## config.mk

```make
export PLATFORM = sky130hd
export DESIGN_NAME = generational_handle_table_top_flat
export DESIGN_NICKNAME = d
export VERILOG_FILES = /design/src/rtl/ght_pkg.sv /design/src/rtl/ght_if.sv /design/src/rtl/generational_handle_table_top.sv /design/src/rtl/ght_slot_ram.sv /design/src/rtl/ght_rec_ram.sv /design/src/rtl/ght_ctrl.sv /design/src/flat_wrapper.sv
export SDC_FILE = /design/constraint.sdc
export NUM_CORES = 1
export LEC_CHECK = 0
export BUFFER_PORTS_ARGS = -buffer_cell sky130_fd_sc_hd__buf_2
export CORE_MARGIN = 2
export CORE_UTILIZATION = 54
export DETAILED_ROUTE_END_ITERATION = 6
export GPL_ROUTABILITY_DRIVEN = 1
export PLACE_DENSITY_LB_ADDON = 0.25
export SLEW_MARGIN = 0
export SYNTH_ARGS = -nofsm -noshare
export SYNTH_HDL_FRONTEND = slang
export SYNTH_SLANG_ARGS = --single-unit
```

## constraint.sdc

```tcl
create_clock -name clock -period 4.65 [get_ports clock]
set_input_delay 0 -clock clock [delete_from_list [all_inputs] [get_ports clock]]
set_output_delay 0 -clock clock [all_outputs]
set_load 0.01 [all_outputs]
```

## src/rtl/ght_pkg.sv

```systemverilog
// ----------------------------------------------------------------------------
// ght_pkg
// Shared types, codes and helpers for the generational handle table.
// ----------------------------------------------------------------------------
package ght_pkg;

   // Handle layout: tag in the top byte, slot index in bits 23:8, generation
   // in the low byte.
   localparam logic [31:0] HANDLE_TAG = 32'h4000_0000;
   localparam logic [31:0] TAG_MASK   = 32'hFF00_0000;
   localparam logic [7:0]  GEN_MAX    = 8'hFF;
   localparam logic [7:0]  EXP_ONES   = 8'hFF;
   localparam logic [7:0]  TYPE_LIMIT = 8'd16;

   // Record words within one slot
   localparam logic [1:0] REC_WORD_POS   = 2'd0;
   localparam logic [1:0] REC_WORD_TYPE  = 2'd1;
   localparam logic [1:0] REC_WORD_SPEED = 2'd2;

   typedef enum logic [1:0] {
      CMD_CREATE = 2'd0,
      CMD_SPEED  = 2'd1,
      CMD_DELETE = 2'd2
   } cmd_type;

   typedef enum logic [2:0] {
      ST_OK        = 3'd0,
      ST_BAD_REQ   = 3'd1,
      ST_GEN_OUT   = 3'd2,
      ST_FULL      = 3'd3,
      ST_BAD_SPEED = 3'd4,
      ST_STALE     = 3'd5
   } status_type;

   typedef enum logic [3:0] {
      S_CLEAR,
      S_IDLE,
      S_SCAN,
      S_SPEED_RD,
      S_SPEED_CHK,
      S_REC_POS,
      S_REC_TYPE,
      S_REC_SPEED,
      S_DELETE,
      S_RESULT
   } state_type;

   typedef struct packed {
      logic       alive;
      logic       mission;
      logic [7:0] gen;
   } slot_type;

   typedef struct packed {
      logic        lo_we;
      logic        hi_we;
      logic [1:0]  word;
      logic [63:0] data;
   } rec_wr_type;

   // A single-precision word is finite unless its exponent is all ones
   function automatic logic is_finite(input logic [31:0] bits);
      return bits[30:23] != EXP_ONES;
   endfunction

endpackage

```

## src/rtl/ght_if.sv

```systemverilog
// ----------------------------------------------------------------------------
// ght_req_if / ght_rsp_if
// Valid/ready channels carrying command and result beats.
// ----------------------------------------------------------------------------
interface ght_req_if;
   logic              valid;
   logic              ready;
   logic [1:0]        cmd;
   logic signed [7:0] train_type;
   logic [31:0]       pos_x;
   logic [31:0]       pos_y;
   logic [31:0]       pos_z;
   logic              clockwise;
   logic [31:0]       handle_in;
   logic [31:0]       speed_bits;
   logic              cruise;

   modport source (output valid, cmd, train_type, pos_x, pos_y, pos_z, clockwise,
                   handle_in, speed_bits, cruise, input ready);
   modport sink (input valid, cmd, train_type, pos_x, pos_y, pos_z, clockwise,
                 handle_in, speed_bits, cruise, output ready);
endinterface

interface ght_rsp_if;
   logic        valid;
   logic        ready;
   logic [2:0]  status;
   logic [31:0] handle_out;
   logic [6:0]  live_count;

   modport source (output valid, status, handle_out, live_count, input ready);
   modport sink (input valid, status, handle_out, live_count, output ready);
endinterface

```

## src/rtl/generational_handle_table_top.sv

```systemverilog
// Create walks the slot table to the first dead slot and, on success, writes
// three record words; set speed reads the slot and checks it; delete walks the
// whole table; a rejected beat goes straight to the result state. One command
// at a time; create and delete walk the table over its single read port.
// Reset: synchronous; a clearing pass zeroes the slot table while
// req_bus.ready stays low.
// ----------------------------------------------------------------------------
// generational_handle_table_top
// Slot map with per-slot generation counters, addressed through handles.
// ----------------------------------------------------------------------------
module generational_handle_table_top #(
   parameter int SLOTS = 64
) (
   input logic       clock,
   input logic       reset,
   ght_req_if.sink   req_bus,
   ght_rsp_if.source rsp_bus
);
   import ght_pkg::*;

   localparam int IW = (SLOTS > 1) ? $clog2(SLOTS) : 1;

   logic          slot_rd_en;
   logic [IW-1:0] slot_rd_addr;
   slot_type      slot_rd_data;
   logic          slot_wr_en;
   logic [IW-1:0] slot_wr_addr;
   slot_type      slot_wr_data;
   logic [IW-1:0] rec_slot;
   rec_wr_type    rec_wr;

   // Sequencer
   ght_ctrl #(.SLOTS(SLOTS), .IW(IW)) u_ctrl (
      .clock        (clock),
      .reset        (reset),
      .req          (req_bus),
      .rsp          (rsp_bus),
      .slot_rd_en   (slot_rd_en),
      .slot_rd_addr (slot_rd_addr),
      .slot_rd_data (slot_rd_data),
      .slot_wr_en   (slot_wr_en),
      .slot_wr_addr (slot_wr_addr),
      .slot_wr_data (slot_wr_data),
      .rec_slot     (rec_slot),
      .rec_wr       (rec_wr)
   );

   // Slot table
   ght_slot_ram #(.SLOTS(SLOTS), .IW(IW)) u_slot_ram (
      .clock      (clock),
      .rd_en      (slot_rd_en),
      .rd_addr    (slot_rd_addr),
      .rd_data_ff (slot_rd_data),
      .wr_en      (slot_wr_en),
      .wr_addr    (slot_wr_addr),
      .wr_data    (slot_wr_data)
   );

   // Record store
   ght_rec_ram #(.SLOTS(SLOTS), .IW(IW)) u_rec_ram (
      .clock   (clock),
      .wr_slot (rec_slot),
      .wr      (rec_wr)
   );

endmodule

```

## src/rtl/ght_slot_ram.sv

```systemverilog
// ----------------------------------------------------------------------------
// ght_slot_ram
// Slot table: alive, mission and generation per slot. One write port and one
// read port, read data registered.
// ----------------------------------------------------------------------------
module ght_slot_ram #(
   parameter int SLOTS = 64,
   parameter int IW    = 6
) (
   input  logic               clock,
   input  logic               rd_en,
   input  logic [IW-1:0]      rd_addr,
   output ght_pkg::slot_type  rd_data_ff,
   input  logic               wr_en,
   input  logic [IW-1:0]      wr_addr,
   input  ght_pkg::slot_type  wr_data
);
   import ght_pkg::*;

   slot_type mem [SLOTS];

   // Write port
   always_ff @(posedge clock) begin
      if (wr_en) begin
         mem[wr_addr] <= wr_data;
      end
   end

   // Registered read port
   always_ff @(posedge clock) begin
      if (rd_en) begin
         rd_data_ff <= mem[rd_addr];
      end
   end

endmodule

```

## src/rtl/ght_rec_ram.sv

```systemverilog
// ----------------------------------------------------------------------------
// ght_rec_ram
// Per-slot record store, four 64-bit words per slot, with separate write
// enables for the low and high halves.
// ----------------------------------------------------------------------------
module ght_rec_ram #(
   parameter int SLOTS = 64,
   parameter int IW    = 6
) (
   input  logic                clock,
   input  logic [IW-1:0]       wr_slot,
   input  ght_pkg::rec_wr_type wr
);
   import ght_pkg::*;

   localparam int DEPTH = 4 * SLOTS;

   logic [31:0] mem_lo [DEPTH];
   logic [31:0] mem_hi [DEPTH];

   // Write the selected halves of one word
   always_ff @(posedge clock) begin
      if (wr.lo_we) begin
         mem_lo[{wr_slot, wr.word}] <= wr.data[31:0];
      end
      if (wr.hi_we) begin
         mem_hi[{wr_slot, wr.word}] <= wr.data[63:32];
      end
   end

endmodule

```

## src/rtl/ght_ctrl.sv

```systemverilog
// ----------------------------------------------------------------------------
// ght_ctrl
// Command sequencer: slot scan, handle check, bulk delete, clearing pass,
// live count and the result register.
// ----------------------------------------------------------------------------
module ght_ctrl #(
   parameter int SLOTS = 64,
   parameter int IW    = 6
) (
   input  logic                clock,
   input  logic                reset,
   ght_req_if.sink             req,
   ght_rsp_if.source           rsp,
   output logic                slot_rd_en,
   output logic [IW-1:0]       slot_rd_addr,
   input  ght_pkg::slot_type   slot_rd_data,
   output logic                slot_wr_en,
   output logic [IW-1:0]       slot_wr_addr,
   output ght_pkg::slot_type   slot_wr_data,
   output logic [IW-1:0]       rec_slot,
   output ght_pkg::rec_wr_type rec_wr
);
   import ght_pkg::*;

   localparam int            AW   = $clog2(SLOTS + 1);
   localparam logic [IW-1:0] LAST = IW'(SLOTS - 1);
   localparam logic [AW-1:0] ENDA = AW'(SLOTS);

   state_type     state_ff, state_in;
   logic [AW-1:0] addr_ff, addr_in;
   logic          chk_ff, chk_in;
   logic [IW-1:0] chk_idx_ff, chk_idx_in;
   logic [IW-1:0] slot_idx_ff, slot_idx_in;
   logic [AW-1:0] live_ff, live_in;
   status_type    status_ff, status_in;
   logic [31:0]   hout_ff, hout_in;
   logic          rsp_valid_ff, rsp_valid_in;
   logic [2:0]    rsp_status_ff, rsp_status_in;
   logic [31:0]   rsp_handle_ff, rsp_handle_in;
   logic [6:0]    rsp_live_ff, rsp_live_in;

   // Captured command payload
   logic [7:0]  type_ff;
   logic [31:0] px_ff, py_ff, pz_ff, hin_ff, spd_ff;
   logic        cw_ff, cru_ff;

   logic          acc;
   state_type     start_state;
   status_type    start_status;
   logic [15:0]   hidx;
   logic          handle_ok;
   logic          scan_hit, scan_last, addr_end, rsp_load;
   logic [7:0]    gen_next;

   assign acc      = req.valid && req.ready;
   assign hidx     = req.handle_in[23:8];
   assign handle_ok = ((req.handle_in & TAG_MASK) == HANDLE_TAG) &&
                      ({1'b0, hidx} < 17'(SLOTS));
   assign scan_hit  = chk_ff && !slot_rd_data.alive;
   assign scan_last = chk_ff && (chk_idx_ff == LAST);
   assign addr_end  = addr_ff == ENDA;
   assign gen_next  = slot_rd_data.gen + 8'd1;
   assign rsp_load  = (state_ff == S_RESULT) && (!rsp_valid_ff || rsp.ready);

   // Decode an incoming command into its first state and early status
   always_comb begin
      start_state  = S_RESULT;
      start_status = ST_OK;
      case (cmd_type'(req.cmd))
         CMD_CREATE: begin
            if ((8'(req.train_type) < TYPE_LIMIT) && is_finite(req.pos_x) &&
                is_finite(req.pos_y) && is_finite(req.pos_z)) begin
               start_state = S_SCAN;
            end else begin
               start_status = ST_BAD_REQ;
            end
         end
         CMD_SPEED: begin
            if (!is_finite(req.speed_bits)) begin
               start_status = ST_BAD_SPEED;
            end else if (!handle_ok) begin
               start_status = ST_STALE;
            end else begin
               start_state = S_SPEED_RD;
            end
         end
         CMD_DELETE: begin
            start_state = S_DELETE;
         end
         default: begin
            start_status = ST_BAD_REQ;
         end
      endcase
   end

   // Next state
   always_comb begin
      state_in = state_ff;
      case (state_ff)
         S_CLEAR: begin
            if (addr_ff[IW-1:0] == LAST) state_in = S_IDLE;
         end
         S_IDLE: begin
            if (acc) state_in = start_state;
         end
         S_SCAN: begin
            if (scan_hit) begin
               state_in = (slot_rd_data.gen == GEN_MAX) ? S_RESULT : S_REC_POS;
            end else if (scan_last) begin
               state_in = S_RESULT;
            end
         end
         S_SPEED_RD:  state_in = S_SPEED_CHK;
         S_SPEED_CHK: state_in = S_RESULT;
         S_REC_POS:   state_in = S_REC_TYPE;
         S_REC_TYPE:  state_in = S_REC_SPEED;
         S_REC_SPEED: state_in = S_RESULT;
         S_DELETE: begin
            if (scan_last) state_in = S_RESULT;
         end
         S_RESULT: begin
            if (rsp_load) state_in = S_IDLE;
         end
         default: state_in = S_CLEAR;
      endcase
   end

   // Memory controls and datapath register updates
   always_comb begin
      addr_in      = addr_ff;
      chk_in       = 1'b0;
      chk_idx_in   = chk_idx_ff;
      slot_idx_in  = slot_idx_ff;
      live_in      = live_ff;
      status_in    = status_ff;
      hout_in      = hout_ff;
      slot_rd_en   = 1'b0;
      slot_rd_addr = addr_ff[IW-1:0];
      slot_wr_en   = 1'b0;
      slot_wr_addr = chk_idx_ff;
      slot_wr_data = '0;
      rec_slot     = slot_idx_ff;
      rec_wr       = '0;
      req.ready    = state_ff == S_IDLE;

      case (state_ff)
         S_CLEAR: begin
            // Zero one slot a cycle
            slot_wr_en   = 1'b1;
            slot_wr_addr = addr_ff[IW-1:0];
            addr_in      = addr_ff + AW'(1);
         end
         S_IDLE: begin
            if (acc) begin
               addr_in     = '0;
               status_in   = start_status;
               hout_in     = '0;
               slot_idx_in = hidx[IW-1:0];
            end
         end
         S_SCAN, S_DELETE: begin
            // Issue the next read; check the slot read last cycle
            slot_rd_en = !addr_end;
            chk_in     = !addr_end;
            chk_idx_in = addr_ff[IW-1:0];
            if (!addr_end) addr_in = addr_ff + AW'(1);
            if (state_ff == S_SCAN) begin
               if (scan_hit) begin
                  if (slot_rd_data.gen == GEN_MAX) begin
                     status_in = ST_GEN_OUT;
                  end else begin
                     slot_wr_en   = 1'b1;
                     slot_wr_data = '{alive: 1'b1, mission: 1'b1, gen: gen_next};
                     slot_idx_in  = chk_idx_ff;
                     live_in      = live_ff + AW'(1);
                     status_in    = ST_OK;
                     hout_in      = HANDLE_TAG | (32'(chk_idx_ff) << 8) | 32'(gen_next);
                  end
               end else if (scan_last) begin
                  status_in = ST_FULL;
               end
            end else if (chk_ff) begin
               // Drop every mission slot, keep its generation
               slot_wr_en   = 1'b1;
               slot_wr_data = slot_rd_data;
               slot_wr_data.alive = slot_rd_data.alive & ~slot_rd_data.mission;
               if (slot_rd_data.alive && slot_rd_data.mission) begin
                  live_in = live_ff - AW'(1);
               end
            end
         end
         S_SPEED_RD: begin
            slot_rd_en   = 1'b1;
            slot_rd_addr = slot_idx_ff;
         end
         S_SPEED_CHK: begin
            if (slot_rd_data.alive && (slot_rd_data.gen == hin_ff[7:0])) begin
               rec_wr.word  = REC_WORD_SPEED;
               rec_wr.data  = {spd_ff, spd_ff};
               rec_wr.hi_we = cru_ff;
               rec_wr.lo_we = !cru_ff;
            end else begin
               status_in = ST_STALE;
            end
         end
         S_REC_POS: begin
            rec_wr = '{lo_we: 1'b1, hi_we: 1'b1, word: REC_WORD_POS,
                       data: {py_ff, px_ff}};
         end
         S_REC_TYPE: begin
            rec_wr = '{lo_we: 1'b1, hi_we: 1'b1, word: REC_WORD_TYPE,
                       data: {23'd0, cw_ff, type_ff, pz_ff}};
         end
         S_REC_SPEED: begin
            rec_wr = '{lo_we: 1'b1, hi_we: 1'b1, word: REC_WORD_SPEED, data: 64'd0};
         end
         default: begin
         end
      endcase
   end

   // Result register: load when free or when the waiting beat is taken
   always_comb begin
      rsp_status_in = rsp_status_ff;
      rsp_handle_in = rsp_handle_ff;
      rsp_live_in   = rsp_live_ff;
      rsp_valid_in  = rsp_valid_ff && !rsp.ready;
      if (rsp_load) begin
         rsp_valid_in  = 1'b1;
         rsp_status_in = status_ff;
         rsp_handle_in = hout_ff;
         rsp_live_in   = 7'(live_ff);
      end
   end

   assign rsp.valid      = rsp_valid_ff;
   assign rsp.status     = rsp_status_ff;
   assign rsp.handle_out = rsp_handle_ff;
   assign rsp.live_count = rsp_live_ff;

   // Control registers
   always_ff @(posedge clock) begin
      if (reset) begin
         state_ff     <= S_CLEAR;
         addr_ff      <= '0;
         chk_ff       <= 1'b0;
         live_ff      <= '0;
         rsp_valid_ff <= 1'b0;
      end else begin
         state_ff     <= state_in;
         addr_ff      <= addr_in;
         chk_ff       <= chk_in;
         live_ff      <= live_in;
         rsp_valid_ff <= rsp_valid_in;
      end
   end

   // Payload registers
   always_ff @(posedge clock) begin
      chk_idx_ff    <= chk_idx_in;
      slot_idx_ff   <= slot_idx_in;
      status_ff     <= status_in;
      hout_ff       <= hout_in;
      rsp_status_ff <= rsp_status_in;
      rsp_handle_ff <= rsp_handle_in;
      rsp_live_ff   <= rsp_live_in;
      if (acc) begin
         type_ff <= req.train_type;
         px_ff   <= req.pos_x;
         py_ff   <= req.pos_y;
         pz_ff   <= req.pos_z;
         cw_ff   <= req.clockwise;
         hin_ff  <= req.handle_in;
         spd_ff  <= req.speed_bits;
         cru_ff  <= req.cruise;
      end
   end

endmodule

```

## src/flat_wrapper.sv

```systemverilog
// flat-port wrapper written by rule: the top's interface ports become plain ports
module generational_handle_table_top_flat import ght_pkg::*;
#(
   parameter int SLOTS = 64
)
  (clock, reset, req_bus_valid, req_bus_cmd, req_bus_train_type, req_bus_pos_x, req_bus_pos_y, req_bus_pos_z, req_bus_clockwise, req_bus_handle_in, req_bus_speed_bits, req_bus_cruise, req_bus_ready, rsp_bus_valid, rsp_bus_status, rsp_bus_handle_out, rsp_bus_live_count, rsp_bus_ready);
  ght_req_if req_bus_i ();
  ght_rsp_if rsp_bus_i ();
  input logic clock;
  input logic reset;
  input wire logic [$bits(req_bus_i.valid)-1:0] req_bus_valid;
  input wire logic [$bits(req_bus_i.cmd)-1:0] req_bus_cmd;
  input wire logic [$bits(req_bus_i.train_type)-1:0] req_bus_train_type;
  input wire logic [$bits(req_bus_i.pos_x)-1:0] req_bus_pos_x;
  input wire logic [$bits(req_bus_i.pos_y)-1:0] req_bus_pos_y;
  input wire logic [$bits(req_bus_i.pos_z)-1:0] req_bus_pos_z;
  input wire logic [$bits(req_bus_i.clockwise)-1:0] req_bus_clockwise;
  input wire logic [$bits(req_bus_i.handle_in)-1:0] req_bus_handle_in;
  input wire logic [$bits(req_bus_i.speed_bits)-1:0] req_bus_speed_bits;
  input wire logic [$bits(req_bus_i.cruise)-1:0] req_bus_cruise;
  output wire logic [$bits(req_bus_i.ready)-1:0] req_bus_ready;
  output wire logic [$bits(rsp_bus_i.valid)-1:0] rsp_bus_valid;
  output wire logic [$bits(rsp_bus_i.status)-1:0] rsp_bus_status;
  output wire logic [$bits(rsp_bus_i.handle_out)-1:0] rsp_bus_handle_out;
  output wire logic [$bits(rsp_bus_i.live_count)-1:0] rsp_bus_live_count;
  input wire logic [$bits(rsp_bus_i.ready)-1:0] rsp_bus_ready;
  assign req_bus_i.valid = req_bus_valid;
  assign req_bus_i.cmd = req_bus_cmd;
  assign req_bus_i.train_type = req_bus_train_type;
  assign req_bus_i.pos_x = req_bus_pos_x;
  assign req_bus_i.pos_y = req_bus_pos_y;
  assign req_bus_i.pos_z = req_bus_pos_z;
  assign req_bus_i.clockwise = req_bus_clockwise;
  assign req_bus_i.handle_in = req_bus_handle_in;
  assign req_bus_i.speed_bits = req_bus_speed_bits;
  assign req_bus_i.cruise = req_bus_cruise;
  assign req_bus_ready = req_bus_i.ready;
  assign rsp_bus_valid = rsp_bus_i.valid;
  assign rsp_bus_status = rsp_bus_i.status;
  assign rsp_bus_handle_out = rsp_bus_i.handle_out;
  assign rsp_bus_live_count = rsp_bus_i.live_count;
  assign rsp_bus_i.ready = rsp_bus_ready;
  generational_handle_table_top #(.SLOTS(SLOTS)) u_core (.clock(clock), .reset(reset), .req_bus(req_bus_i), .rsp_bus(rsp_bus_i));
endmodule
```

==> results.cfg <==
[detailed_routing]
routed_via_density = 6.16
wirelength_um = 78200
num_vias = 18937
drc = 0
postRouteAntennaNets = 0
drt_iter0_drc = 2246
wl_per_cell_um = 25.4
dr.pass1.iters = 6

[yosys]
synth_edf_count = 713
postSynth.asyncResetShare_pct = 0
ys_ff_latch = 733
syn_inst = 2083
yosys_warnings = 0
ys_seq_area_share_pct = 73.0
postSynthAreaPerCell_um2 = 14.3
synth_flop_cell = edfxtp_1
synth.cell_area_um2 = 29900
yosysUniqueCellTypes = 75

[global_routing]
grt_pass1_wl_um = 114000
grt_pass1_vias = 17997
grtUsageMet2_pct = 43.3
antenna_found_initial = 3
grt_max_degree = 69
met1_usage_pct = 37.3
grt-busiest-layer = met2
grt.overflow.total = 0
grtUsageMet3_pct = 5.31
groute.usage.overall_pct = 27.3

[hold_path]
hold_path_end = u_core.u_ctrl.status_ff[2]
whs_path_depth = 7
hp-start = req_bus_handle_in[24]
hp-class = input pin to register

[floorplan]
fp.coreArea_um2 = 54900
die-area_um2 = 57200
start_util_pct = 54.4
fp.dieH_um = 239
placementRows = 86
fp.dieW_um = 239
io_pins = 220

[cts]
cts_tree = done
cts_root_buffer = clkbuf_16
clk_pin_slew_ns = 0.06
post_cts_buffers = 0
cts_max_path_buffers = 3
cts_made_buffers = 75
cts-resized-gates = 0
cts_num_sinks = 733
cts_hold_buf = 20
htree_num_levels = 3
worstSkewPairLatency_ns = 0.64

[sta]
max_freq_mhz = 256
rsz0062_at_grt = false
period_share_pct = 83.9
final.min_clock_period_ns = 3.90
setup_violations = 0
finClkSkew_ns = 0.0212
whs_ns = 0.0660
slew_headroom_pct = 4.17
slew_violations = 0
worstMarginPinSlew_ns = 1.43
hold_viol = 0
fin_setup_tns_ns = 0

[critical_path]
crit_slowest_cell = a2111oi_0
reg2reg_slack_ns = 0.75
max_stage_delay_ns = 0.79
critical_path_class = register to register
worstPathMaxFanout = 17
arrival_ns = 4.37
crit_family = compound AO/OA/AOI/OAI gates
path_cells = nor4bb_4 -> buf_4 -> mux2i_4 -> nor2_1 -> buf_12 -> a32oi_1 -> a21oi_1 -> a2111oi_0 -> a211o_1
reg2reg_depth = 9
required_ns = 5.12
worst-path-buf-inv = 2
end_kind = register
r2r_end = u_core.u_slot_ram.rd_data_ff[7]
r2r_start = u_core.u_ctrl.state_ff[1]
startpoint_type = register

[place]
hpwlAfterDp_um = 49200
postPlaceCellArea_um2 = 31800
finalWeightedCongestion = 0.934
port_buffers = 100

[pwr]
vdd_drop_max_v = 0.000302
power_density_nw_per_um2 = 410
p_leak_uw = 0.0118

[cells_and_area]
areaGrowthSynthToFinish_pct = 15.7
postLayoutCoreUtil_pct = 63.0
final_common_cell = edfxtp_1
drive_gt1_share_pct = 18.4
nets = 2494
final_cell_mix = 713 x edfxtp_1, 421 x nand2_1, 145 x nand3_1
n_antenna_cell = 0
final_area_um2 = 34600

[outcome]
status = completed

[flow_run]
maxCapViolCount = 0
## cell type report
class                      instances  area [um^2]
sequential                       733        21800
fill                            3960        20300
multi-input combinational       1238         7540
clock buffer                      86         1960
timing repair buffer             253         1760
tap                              704          881
clock inverter                    52          567
inverter                           8         30.0
## synth_stat cells, drive strengths merged (6+ instances only)
cell type	n	area, um^2
nand2	422	1580
or3	6	42.5
ha	8	100
a22oi	6	45.0
xor2	13	114
a32oi	35	307
nor4	6	37.5
mux2	17	195
a221oi	7	61.3
a31oi	32	200
and3	15	93.8
and2	8	50.1
mux2i	66	684
nand3	145	726
inv	7	26.3
xnor2	15	131
a21oi	33	165
nor3	49	250
nand4	38	238
nor2b	8	50.1
buf	91	591
o31ai	6	45.0
o21ai	32	160
clkbuf	29	109
o22ai	8	50.1
dfxtp	20	400
edfxtp	713	21400
mux4	33	743
nor2	127	509
a21o	11	82.6
## sequential cells by signal, summed over array words and instances, names as in the netlist, 7 cells and up
register                      cells
u_core.u_slot_ram.mem           640
u_core.u_ctrl.rsp.handle_out     15
u_core.u_ctrl.rsp.live_count      7
u_core.u_ctrl.addr_ff             7
u_core.u_slot_ram.rd_data_ff     10
u_core.u_ctrl.hin_ff              8
u_core.u_ctrl.hout_ff            15
u_core.u_ctrl.live_ff             7
## cell families (layout without fill, tap and decap cells)
family          count (synthesis)  in the layout  share of synthesized area (%)
compound gates                218            218                           5.16
buf+inv                       128            399                           2.44
other cells                     1             17                         0.0126
flops                         733            733                           73.0
fa+ha+maj                       9              9                          0.402
mux                           116            116                           5.43
xor+xnor                       28             28                          0.821
simple gates                  850            850                           12.7
## worst max-delay path by stage
stage	startpoint	end	slack, ns	cells after the start
2_1_floorplan	u_core.u_ctrl.state_ff[0]	u_core.u_slot_ram.mem[0][2]	0.15	6
3_3_place_gp	u_core.u_ctrl.state_ff[3]	u_core.u_slot_ram.rd_data_ff[4]	0.85	8
3_5_place_dp	u_core.u_ctrl.state_ff[1]	u_core.u_slot_ram.rd_data_ff[4]	0.79	8
4_1_cts	u_core.u_ctrl.state_ff[1]	u_core.u_slot_ram.rd_data_ff[4]	0.74	8
5_1_grt	u_core.u_ctrl.state_ff[1]	u_core.u_slot_ram.rd_data_ff[1]	0.61	8
6_report	u_core.u_ctrl.state_ff[1]	u_core.u_slot_ram.rd_data_ff[7]	0.75	9
## report_power, final
group,internal [uW],switching (uW),total [uW]
logic,265,529,794
clock network,3650,2520,6170
registers,7180,13.6,7190
total,11100,3060,14200
## stage by stage
stage | setup WS (ns) | total power (uW) | std cells
after floorplan | 0.154 | 7800 | 2099
after global placement | 0.845 | 8080 | 2916
after detailed placement | 0.789 | 8100 | 2916
after CTS | 0.738 | 14200 | 3074
after global routing | 0.613 | 14500 | 3074
final | 0.749 | 14200 | 3074
## worst register-to-register path, delay by kind of cell (launching register included)
kind	cells	cell delay [ns]
AOI/OAI and AO/OA	4	1.42
buffers and inverters	2	0.60
DFF	1	0.34
muxes	1	0.71
and+or+nand+nor	2	0.68
## routing by layer
layer	vias up	wire, um
met3	175	7980
met4	2	2980
li1	8333	-
met2	1111	36700
met1	9316	30500
met5	-	13
Power figures use the tool's default switching activity.
